--- src/sv/notch_phaser_wet_mix_core_defines.svh ---
// Assertion macros shared by the notch phaser wet mix RTL.
`ifndef NOTCH_PHASER_WET_MIX_CORE_DEFINES_SVH
`define NOTCH_PHASER_WET_MIX_CORE_DEFINES_SVH

// Check a consequence in the same cycle as its antecedent.
`define NPWM_ASSERT_SAME(lbl, ante, cons, msg) \
	lbl: assert property (@(posedge clk) disable iff (!arst_n) (ante) |-> (cons)) \
		else $error(msg);

// Check a consequence in the cycle after its antecedent.
`define NPWM_ASSERT_NEXT(lbl, ante, cons, msg) \
	lbl: assert property (@(posedge clk) disable iff (!arst_n) (ante) |=> (cons)) \
		else $error(msg);

`endif

--- src/sv/npwm_pkg.sv ---
// Shared types and constants of the notch phaser wet mix core.
`timescale 1ns / 1ps
package npwm_pkg;

	// Shared multiplier operand and accumulator widths
	localparam int OPW    = 21;
	localparam int PROD_W = 2 * OPW;
	localparam int ACC_W  = 56;

	localparam int HISTORY_LEN_DEF = 4;

	// 1.2 in Q1.16
	localparam int MIX_GAIN = 78643;

	// Configuration port
	localparam int CFG_ADDR_W = 1;
	localparam int CFG_DATA_W = 17;
	localparam logic [CFG_ADDR_W-1:0] REG_TWO_COS  = 1'b0;
	localparam logic [CFG_ADDR_W-1:0] REG_POLE_RSQ = 1'b1;

	typedef enum logic [1:0] {
		MAC_LOAD,
		MAC_ADD,
		MAC_SUB
	} mac_mode_t;

	typedef enum logic [1:0] {
		SH_0,
		SH_14,
		SH_16,
		SH_19
	} mac_shift_t;

	typedef struct packed {
		logic                   valid;
		mac_mode_t              mode;
		mac_shift_t             shift;
		logic signed [OPW-1:0]  opa;
		logic signed [OPW-1:0]  opb;
	} mac_op_t;

	typedef enum logic [4:0] {
		S_IDLE,
		S_DIV,
		S_DIVW,
		S_WFIX,
		S_F1,
		S_F2,
		S_F3,
		S_F4,
		S_F5,
		S_F6,
		S_F7,
		S_F8,
		S_Y,
		S_M1,
		S_M2,
		S_M3,
		S_M4,
		S_M5,
		S_M6,
		S_OUT
	} state_t;

endpackage

--- src/sv/npwm_mac.sv ---
// Shared multiply-accumulate unit: registered product, then shifted accumulate.
`timescale 1ns / 1ps
module npwm_mac
	import npwm_pkg::*;
(
	input  logic                     clk,
	input  logic                     arst_n,
	input  mac_op_t                  op,
	output logic signed [ACC_W-1:0]  acc
);

	logic signed [PROD_W-1:0] prod_s1;
	logic                     vld_s1;
	mac_mode_t                mode_s1;
	mac_shift_t               shift_s1;
	logic signed [ACC_W-1:0]  ext;
	logic signed [ACC_W-1:0]  term;
	logic signed [ACC_W-1:0]  acc_q;

	// Register the product
	always_ff @(posedge clk) begin
		prod_s1 <= op.opa * op.opb;
	end

	// Carry the op control alongside the product
	always_ff @(posedge clk or negedge arst_n) begin
		if (!arst_n) begin
			vld_s1   <= 1'b0;
			mode_s1  <= MAC_LOAD;
			shift_s1 <= SH_0;
		end else begin
			vld_s1   <= op.valid;
			mode_s1  <= op.mode;
			shift_s1 <= op.shift;
		end
	end

	// Align the product
	always_comb begin
		ext = ACC_W'(prod_s1);
		case (shift_s1)
			SH_0:    term = ext;
			SH_14:   term = ext <<< 14;
			SH_16:   term = ext <<< 16;
			SH_19:   term = ext <<< 19;
			default: term = ext;
		endcase
	end

	// Load, add or subtract into the accumulator
	always_ff @(posedge clk or negedge arst_n) begin
		if (!arst_n) begin
			acc_q <= '0;
		end else if (vld_s1) begin
			case (mode_s1)
				MAC_LOAD: acc_q <= term;
				MAC_ADD:  acc_q <= acc_q + term;
				MAC_SUB:  acc_q <= acc_q - term;
				default:  acc_q <= acc_q;
			endcase
		end
	end

	assign acc = acc_q;

endmodule

--- src/sv/notch_phaser_wet_mix_core.sv ---
// Top level: notch section with smoothed dry/wet mix, sequenced over one shared MAC.
// A sample runs the filter, mix and output states, after a wet update on frame start.
// No new sample is accepted before the output step ends, as the single shared
// multiply-accumulate unit with its two-stage pipeline performs all products in turn.
// A finished result waits in the output register while the next sample is accepted.
// Reset (arst_n low, asynchronous) clears filter delays, wet history and smoothed wet,
// and loads two_cos_coef = 0 and pole_radius_sq = 62467.
`timescale 1ns / 1ps
`include "notch_phaser_wet_mix_core_defines.svh"
module notch_phaser_wet_mix_core
	import npwm_pkg::*;
#(
	parameter int HISTORY_LEN = HISTORY_LEN_DEF
) (
	input  logic                   clk,
	input  logic                   arst_n,
	input  logic                   cfg_wr_en,
	input  logic [CFG_ADDR_W-1:0]  cfg_addr,
	input  logic [CFG_DATA_W-1:0]  cfg_wdata,
	input  logic                   in_valid,
	output logic                   in_ready,
	input  logic signed [15:0]     sample_in,
	input  logic [15:0]            wet_target,
	input  logic                   frame_start,
	output logic                   out_valid,
	input  logic                   out_ready,
	output logic signed [15:0]     sample_out
);

	localparam int SUM_W = $clog2((HISTORY_LEN + 1) * 65536);
	localparam int DivN  = HISTORY_LEN + 1;
	localparam logic [OPW-1:0] DIV_RECIP = OPW'((64'd1 << SUM_W) / DivN);
	localparam logic signed [ACC_W-1:0] RND_Y   = ACC_W'(1) <<< 29;
	localparam logic signed [ACC_W-1:0] RND_MIX = ACC_W'(1) <<< 30;

	state_t state_q, state_d;

	// Configuration registers
	logic signed [15:0] coef_c_q;
	logic [16:0]        d2_q;

	// Filter and wet state
	logic signed [15:0] x1_q, x2_q;
	logic signed [19:0] y1_q, y2_q;
	logic [15:0]        hist_q [HISTORY_LEN];
	logic [SUM_W-1:0]   hist_sum_q;
	logic [15:0]        w_q;

	// Latched input and scratch
	logic signed [15:0] x_q;
	logic [15:0]        target_q;
	logic               fs_q;
	logic signed [16:0] hi_q;
	logic signed [15:0] sample_out_q;
	logic               out_valid_q;

	// Datapath helpers
	mac_op_t                 op;
	logic signed [ACC_W-1:0] acc;
	logic [16:0]             a_coef;
	logic signed [16:0]      xsum;
	logic signed [17:0]      dry;
	logic [SUM_W-1:0]        sum_w;
	logic [15:0]             q_est;
	logic [SUM_W-1:0]        rem;
	logic [15:0]             w_new;
	logic signed [ACC_W-1:0] y_rnd;
	logic signed [19:0]      y_sat;
	logic signed [ACC_W-1:0] mix_rnd;
	logic signed [15:0]      mix_sat;
	logic                    out_free;

	npwm_mac u_mac (
		.clk    (clk),
		.arst_n (arst_n),
		.op     (op),
		.acc    (acc)
	);

	// Operand and result helpers
	assign a_coef   = 17'((18'(d2_q) + 18'h10000) >> 1);
	assign xsum     = 17'(x_q) + 17'(x2_q);
	assign dry      = $signed(18'h08000) - $signed({2'b00, w_q});
	assign sum_w    = hist_sum_q + SUM_W'(target_q);
	assign q_est    = acc[SUM_W+15:SUM_W];
	assign rem      = sum_w - SUM_W'(q_est * DivN);
	assign w_new    = q_est + 16'(rem >= SUM_W'(DivN));
	assign out_free = !out_valid_q || out_ready;

	// Round and saturate the filter output to 20 bits
	always_comb begin
		y_rnd = (acc + RND_Y) >>> 30;
		if ((&y_rnd[ACC_W-1:19]) || !(|y_rnd[ACC_W-1:19])) begin
			y_sat = y_rnd[19:0];
		end else if (y_rnd[ACC_W-1]) begin
			y_sat = 20'sh80000;
		end else begin
			y_sat = 20'sh7FFFF;
		end
	end

	// Round and saturate the mix to 16 bits
	always_comb begin
		mix_rnd = (acc + RND_MIX) >>> 31;
		if ((&mix_rnd[ACC_W-1:15]) || !(|mix_rnd[ACC_W-1:15])) begin
			mix_sat = mix_rnd[15:0];
		end else if (mix_rnd[ACC_W-1]) begin
			mix_sat = 16'sh8000;
		end else begin
			mix_sat = 16'sh7FFF;
		end
	end

	// Next state
	always_comb begin
		state_d = state_q;
		unique case (state_q)
			S_IDLE:  if (in_valid) state_d = frame_start ? S_DIV : S_F1;
			S_DIV:   state_d = S_DIVW;
			S_DIVW:  state_d = S_WFIX;
			S_WFIX:  state_d = S_F1;
			S_F1:    state_d = S_F2;
			S_F2:    state_d = S_F3;
			S_F3:    state_d = S_F4;
			S_F4:    state_d = S_F5;
			S_F5:    state_d = S_F6;
			S_F6:    state_d = S_F7;
			S_F7:    state_d = S_F8;
			S_F8:    state_d = S_Y;
			S_Y:     state_d = S_M1;
			S_M1:    state_d = S_M2;
			S_M2:    state_d = S_M3;
			S_M3:    state_d = S_M4;
			S_M4:    state_d = S_M5;
			S_M5:    state_d = S_M6;
			S_M6:    state_d = S_OUT;
			S_OUT:   if (out_free) state_d = S_IDLE;
			default: state_d = S_IDLE;
		endcase
	end

	// Issue MAC ops per state
	always_comb begin
		op = '0;
		unique case (state_q)
			S_DIV: begin
				op = '{1'b1, MAC_LOAD, SH_0, DIV_RECIP, OPW'(sum_w)};
			end
			S_F1: begin
				op = '{1'b1, MAC_LOAD, SH_0, OPW'(coef_c_q), OPW'(y1_q)};
			end
			S_F2: begin
				op = '{1'b1, MAC_SUB, SH_0, OPW'(coef_c_q), OPW'(x1_q)};
			end
			S_F3: begin
				op = '{1'b1, MAC_ADD, SH_0, OPW'(16384), OPW'(xsum)};
			end
			S_F5: begin
				op = '{1'b1, MAC_LOAD, SH_0, OPW'(a_coef), OPW'(acc[18:0])};
			end
			S_F6: begin
				op = '{1'b1, MAC_ADD, SH_19, OPW'(a_coef), OPW'(hi_q)};
			end
			S_F7: begin
				op = '{1'b1, MAC_SUB, SH_14, OPW'({1'b0, d2_q}), OPW'(y2_q)};
			end
			S_M1: begin
				op = '{1'b1, MAC_LOAD, SH_0, OPW'({1'b0, w_q}), OPW'(y1_q)};
			end
			S_M3: begin
				op = '{1'b1, MAC_LOAD, SH_0, OPW'(MIX_GAIN), OPW'(acc[18:0])};
			end
			S_M4: begin
				op = '{1'b1, MAC_ADD, SH_19, OPW'(MIX_GAIN), OPW'(hi_q)};
			end
			S_M5: begin
				op = '{1'b1, MAC_ADD, SH_16, OPW'(dry), OPW'(x_q)};
			end
			default: begin
				op = '0;
			end
		endcase
	end

	// State register
	always_ff @(posedge clk or negedge arst_n) begin
		if (!arst_n) begin
			state_q <= S_IDLE;
		end else begin
			state_q <= state_d;
		end
	end

	// Write configuration registers
	always_ff @(posedge clk or negedge arst_n) begin
		if (!arst_n) begin
			coef_c_q <= '0;
			d2_q     <= 17'd62467;
		end else if (cfg_wr_en) begin
			unique case (cfg_addr)
				REG_TWO_COS:  coef_c_q <= $signed(cfg_wdata[15:0]);
				REG_POLE_RSQ: d2_q     <= cfg_wdata[16:0];
				default: ;
			endcase
		end
	end

	// Latch the input transaction and the upper split of the accumulator
	always_ff @(posedge clk) begin
		if (state_q == S_IDLE && in_valid) begin
			x_q      <= sample_in;
			target_q <= wet_target;
			fs_q     <= frame_start;
		end
		if (state_q == S_F5 || state_q == S_M3) begin
			hi_q <= acc[35:19];
		end
	end

	// Update wet smoothing and filter delays
	always_ff @(posedge clk or negedge arst_n) begin
		if (!arst_n) begin
			w_q        <= '0;
			hist_sum_q <= '0;
			for (int k = 0; k < HISTORY_LEN; k++) hist_q[k] <= '0;
			x1_q <= '0;
			x2_q <= '0;
			y1_q <= '0;
			y2_q <= '0;
		end else begin
			if (state_q == S_WFIX) begin
				w_q        <= w_new;
				hist_sum_q <= hist_sum_q + SUM_W'(target_q) - SUM_W'(hist_q[HISTORY_LEN-1]);
				for (int k = HISTORY_LEN - 1; k > 0; k--) hist_q[k] <= hist_q[k-1];
				hist_q[0] <= target_q;
			end
			if (state_q == S_Y) begin
				y1_q <= y_sat;
				y2_q <= y1_q;
				x1_q <= x_q;
				x2_q <= x1_q;
			end
		end
	end

	// Hold the result until taken
	always_ff @(posedge clk or negedge arst_n) begin
		if (!arst_n) begin
			out_valid_q <= 1'b0;
		end else if (state_q == S_OUT && out_free) begin
			out_valid_q <= 1'b1;
		end else if (out_ready) begin
			out_valid_q <= 1'b0;
		end
	end

	always_ff @(posedge clk) begin
		if (state_q == S_OUT && out_free) begin
			sample_out_q <= mix_sat;
		end
	end

	assign in_ready   = (state_q == S_IDLE);
	assign out_valid  = out_valid_q;
	assign sample_out = sample_out_q;

	// Sequencer checks
	`NPWM_ASSERT_NEXT(a_busy_after_accept, in_valid && in_ready, !in_ready, "accepted sample did not start the sequence")
	`NPWM_ASSERT_SAME(a_result_from_out, $rose(out_valid), $past(state_q) == S_OUT, "result appeared outside the output step")
	`NPWM_ASSERT_NEXT(a_out_stall_holds, state_q == S_OUT && out_valid && !out_ready, state_q == S_OUT, "sequencer left output step while result was pending")
	`NPWM_ASSERT_NEXT(a_wet_only_on_frame, state_q != S_WFIX, $stable(w_q), "smoothed wet changed outside a frame start")
	`NPWM_ASSERT_SAME(a_frame_path, state_q == S_WFIX, fs_q, "wet update without frame start")

endmodule

--- config.mk ---
export PLATFORM = sky130hd
export DESIGN_NAME = notch_phaser_wet_mix_core
export DESIGN_NICKNAME = d
export VERILOG_FILES = /design/src/sv/npwm_pkg.sv /design/src/sv/npwm_mac.sv /design/src/sv/notch_phaser_wet_mix_core.sv
export VERILOG_INCLUDE_DIRS = /design/src /design/src/sv
export SDC_FILE = /design/constraint.sdc
export NUM_CORES = 2
export LEC_CHECK = 0
export ABC_CLOCK_PERIOD_IN_PS = 9750
export BUFFER_PORTS_ARGS = -buffer_cell sky130_fd_sc_hd__buf_2
export CAP_MARGIN = 10
export CELL_PAD_IN_SITES_DETAIL_PLACEMENT = 1
export CELL_PAD_IN_SITES_GLOBAL_PLACEMENT = 1
export CORE_ASPECT_RATIO = 2
export CORE_UTILIZATION = 46
export CTS_CLUSTER_SIZE = 8
export DETAILED_ROUTE_END_ITERATION = 8
export GPL_ROUTABILITY_DRIVEN = 0
export PLACE_DENSITY_LB_ADDON = 0.1
export REMOVE_ABC_BUFFERS = 1
export SYNTH_ARGS = -nofsm -noshare
export SYNTH_HDL_FRONTEND = slang
export SYNTH_SLANG_ARGS = --single-unit
--- constraint.sdc ---
create_clock -name clk -period 9.75 [get_ports clk]
set_input_delay 0.975 -clock clk [delete_from_list [all_inputs] [get_ports clk]]
set_output_delay 0.975 -clock clk [all_outputs]
set_load 0.005 [all_outputs]
==> metrics.txt <==
worst slack at placement=-0.1963 ns; crit start category=register; clock latency of the later-clocked register in the worst-skew pair=0.66 ns; initial core utilization=0.4644; most common flop cell mapped by yosys=sky130_fd_sc_hd__dfrtp_1; first-pass GRT wire length=236500 µm; count of flip-flops with a built-in enable after synthesis=65; drt first-iter violations=1946; Final nets=between 5000 and 6000; post-layout worst setup margin=0.3440 ns; remaining design rule violation count=0; Vias=about 35000; required time at the worst-slack endpoint=10.27 ns; clock buffer count from CTS=53; count of unique library cells instantiated by Yosys=85; max-slew violation total from the final report=0; DPL Wire Length=127200 µm; most frequent standard cell in the layout excluding fill and tap cells=sky130_fd_sc_hd__inv_1; Ports=74; average cell area after synthesis=9.068 µm²; final sum of negative setup slack=0 ns; core area=87100 µm²; total number of clock tree sinks=378; maximum clock frequency=106.3 MHz; r2r startpoint=target_q[0]; setup repair after global routing missed its margin=false; die extent in y=421.4 µm; Arr. time, crit path=about 10 ns; slew at the pin closest to its max-slew limit=roughly 1.1 ns; number of port buffers=73; outcome=finished clean; worst stage delay on the critical path=0.60 ns; kind of end point of the critical path=register; Post-Route WL=157100 µm; hold buffers post-CTS=0; layout cell share with drive strength beyond 1=0.1276; number of nets still failing antenna checks after routing=0; antenna violations before repair=6; class of the most critical setup path=reg2reg; worst hold path class=in2async; top fanout value on the critical path=9; top library cells by usage in the layout, fill and taps aside=sky130_fd_sc_hd__inv_1 (600), sky130_fd_sc_hd__nand2_1 (554), sky130_fd_sc_hd__fa_1 (429); final-report hold violation count=0; combined area of all synthesized cells=40450 µm²; area overhead of the layout relative to synthesis=11.53%; TritonCTS clock tree=yes; setup violators final=0; start point of the critical path=target_q[0]; standard-cell row count=153; async set-or-reset flop fraction in the synthesized netlist=0.7169; first-pass detailed-route iteration total=5; most frequent cell on the critical path=sky130_fd_sc_hd__fa_1; final core occ=0.5180; number of max-cap violations=0; Routed WL per cell=27.03 µm; setup slack of the worst register-to-register path=0.34 ns; cell at the slowest stage of the critical path=sky130_fd_sc_hd__fa_1; Die X-Extent=211.7 µm; total routing resource utilization after global routing=0.3630; mean number of vias per cell=5.987; grt total ovfl=0; number of global-route vias before repair=39084; number of flip-flops and latches in the synthesized netlist=378; warning count from the yosys run=0; worst clock skew=0.06007 ns; fraction of the yosys area taken by sequential cells=0.2369; clock-pin slew on the worst setup and hold paths=0.05 ns; Root Buffer Master=sky130_fd_sc_hd__clkbuf_16; Die Area=89210 µm²; slew margin rel.=0.2514; maximum level of the CTS H-tree=2; Period minus WS final=9.406 ns; worst-case hold slack=0.3503 ns; Final period util=0.9647; maximum number of pins on one net before global-route repair=~100; buffer levels on the longest clock path=3; number of instances in the synthesized netlist=4461
per-layer routing:
layer / routed length (µm) / vias to the layer above / share of wire / global-route usage
li1: - / 15181 / - / -
met5: 12 / - / 0.000076 / 0
met3: 7191 / 662 / 0.046 / 0.06027
met4: 19190 / 2 / 0.12 / 0.3601
met2: 82810 / 1091 / 0.53 / 0.6652
met1: 47870 / 17846 / 0.30 / 0.3255
worst max-delay path, delay by kind of cell, from the launching register on:
family	cells	cell delay [ns]
XOR/XNOR	1	0.21
AND/OR/NAND/NOR	4	0.74
adder cells (fa/ha/maj)	10	4.56
flip-flops	1	0.39
buffers and inverters	7	0.81
AO/OA/AOI/OAI	13	2.58
registers in the layout (all words and copies together) (netlist names), 17 cells and up:
register,count
hist_sum_q,19
u_mac.prod_s1,42
hi_q,17
d2_q,17
hist_q,64
u_mac.acc,56
y1_q,20
y2_q,20
final timing paths:
kind                                endpoint  depth (start not counted)
max                        u_mac.prod_s1[41]                         35
min                               hist_q[35]                          1
max reg2reg                u_mac.prod_s1[41]                         35
min reg2reg                         x2_q[14]                          2
max in group asynchronous            y2_q[6]                          3
min in group clk                    x2_q[14]                          2
kinds of logic (layout without fill, tap and decap cells):
logic type | after synthesis | count (layout) | share of synthesized area
AO/OA/AOI/OAI | 843 | 843 | 0.1330
adder cells (fa/ha/maj) | 689 | 689 | 0.2940
XOR/XNOR | 248 | 248 | 0.05406
other | 0 | 1 | 0
flip-flops | 378 | 378 | 0.2369
buffers and inverters | 806 | 992 | 0.07581
AND/OR/NAND/NOR | 1329 | 1329 | 0.1504
multiplexers | 168 | 168 | 0.05586
stage by stage:
stage / cells / instance area, µm²
2_1_floorplan: 4256 / 39640
3_3_place_gp: 5711 / 43350
3_5_place_dp: 5711 / 43350
4_1_cts: 5803 / 44920
5_1_grt: 5809 / 45120
6_report: 5810 / 45120
Yosys cell counts, types with 48 or more instances:
cell	instances	area share
sky130_fd_sc_hd__a21oi_1	213	0.026
sky130_fd_sc_hd__clkbuf_1	176	0.016
sky130_fd_sc_hd__fa_1	436	0.22
sky130_fd_sc_hd__nand2b_1	49	0.0076
sky130_fd_sc_hd__nand3_1	78	0.0096
sky130_fd_sc_hd__dfrtp_1	264	0.16
sky130_fd_sc_hd__inv_1	600	0.056
sky130_fd_sc_hd__edfxtp_1	65	0.048
sky130_fd_sc_hd__mux2_2	102	0.028
sky130_fd_sc_hd__nand2_1	554	0.051
sky130_fd_sc_hd__a21o_1	90	0.017
sky130_fd_sc_hd__a22oi_1	48	0.0089
sky130_fd_sc_hd__xor2_1	95	0.021
sky130_fd_sc_hd__o21ai_0	206	0.025
sky130_fd_sc_hd__ha_1	253	0.078
sky130_fd_sc_hd__nor2_1	320	0.030
sky130_fd_sc_hd__nor3_1	73	0.0090
sky130_fd_sc_hd__xnor2_1	151	0.033
area by class of cell:
cell class                 count  area, µm²
clock buffer                  85       1446
timing repair buffer         303       2232
tap                         1162       1454
clock inverter                 3      43.79
fill                       10142      41980
multi-input combinational   3277      28100
inverter                     601       2256
antenna                        1      2.502
sequential                   378       9585
what timing repair did:
action / in CTS / in global routing
setup endpoints to repair: 3 / 12
gates resized for setup: 12 / 38
pin swaps: 4 / 24
setup buffers: 4 / 5
gates cloned: 0 / 1
Power is left out: the tool's default activity adds up to more than one toggle a clock period on the data nets, which glitch-free logic cannot reach.
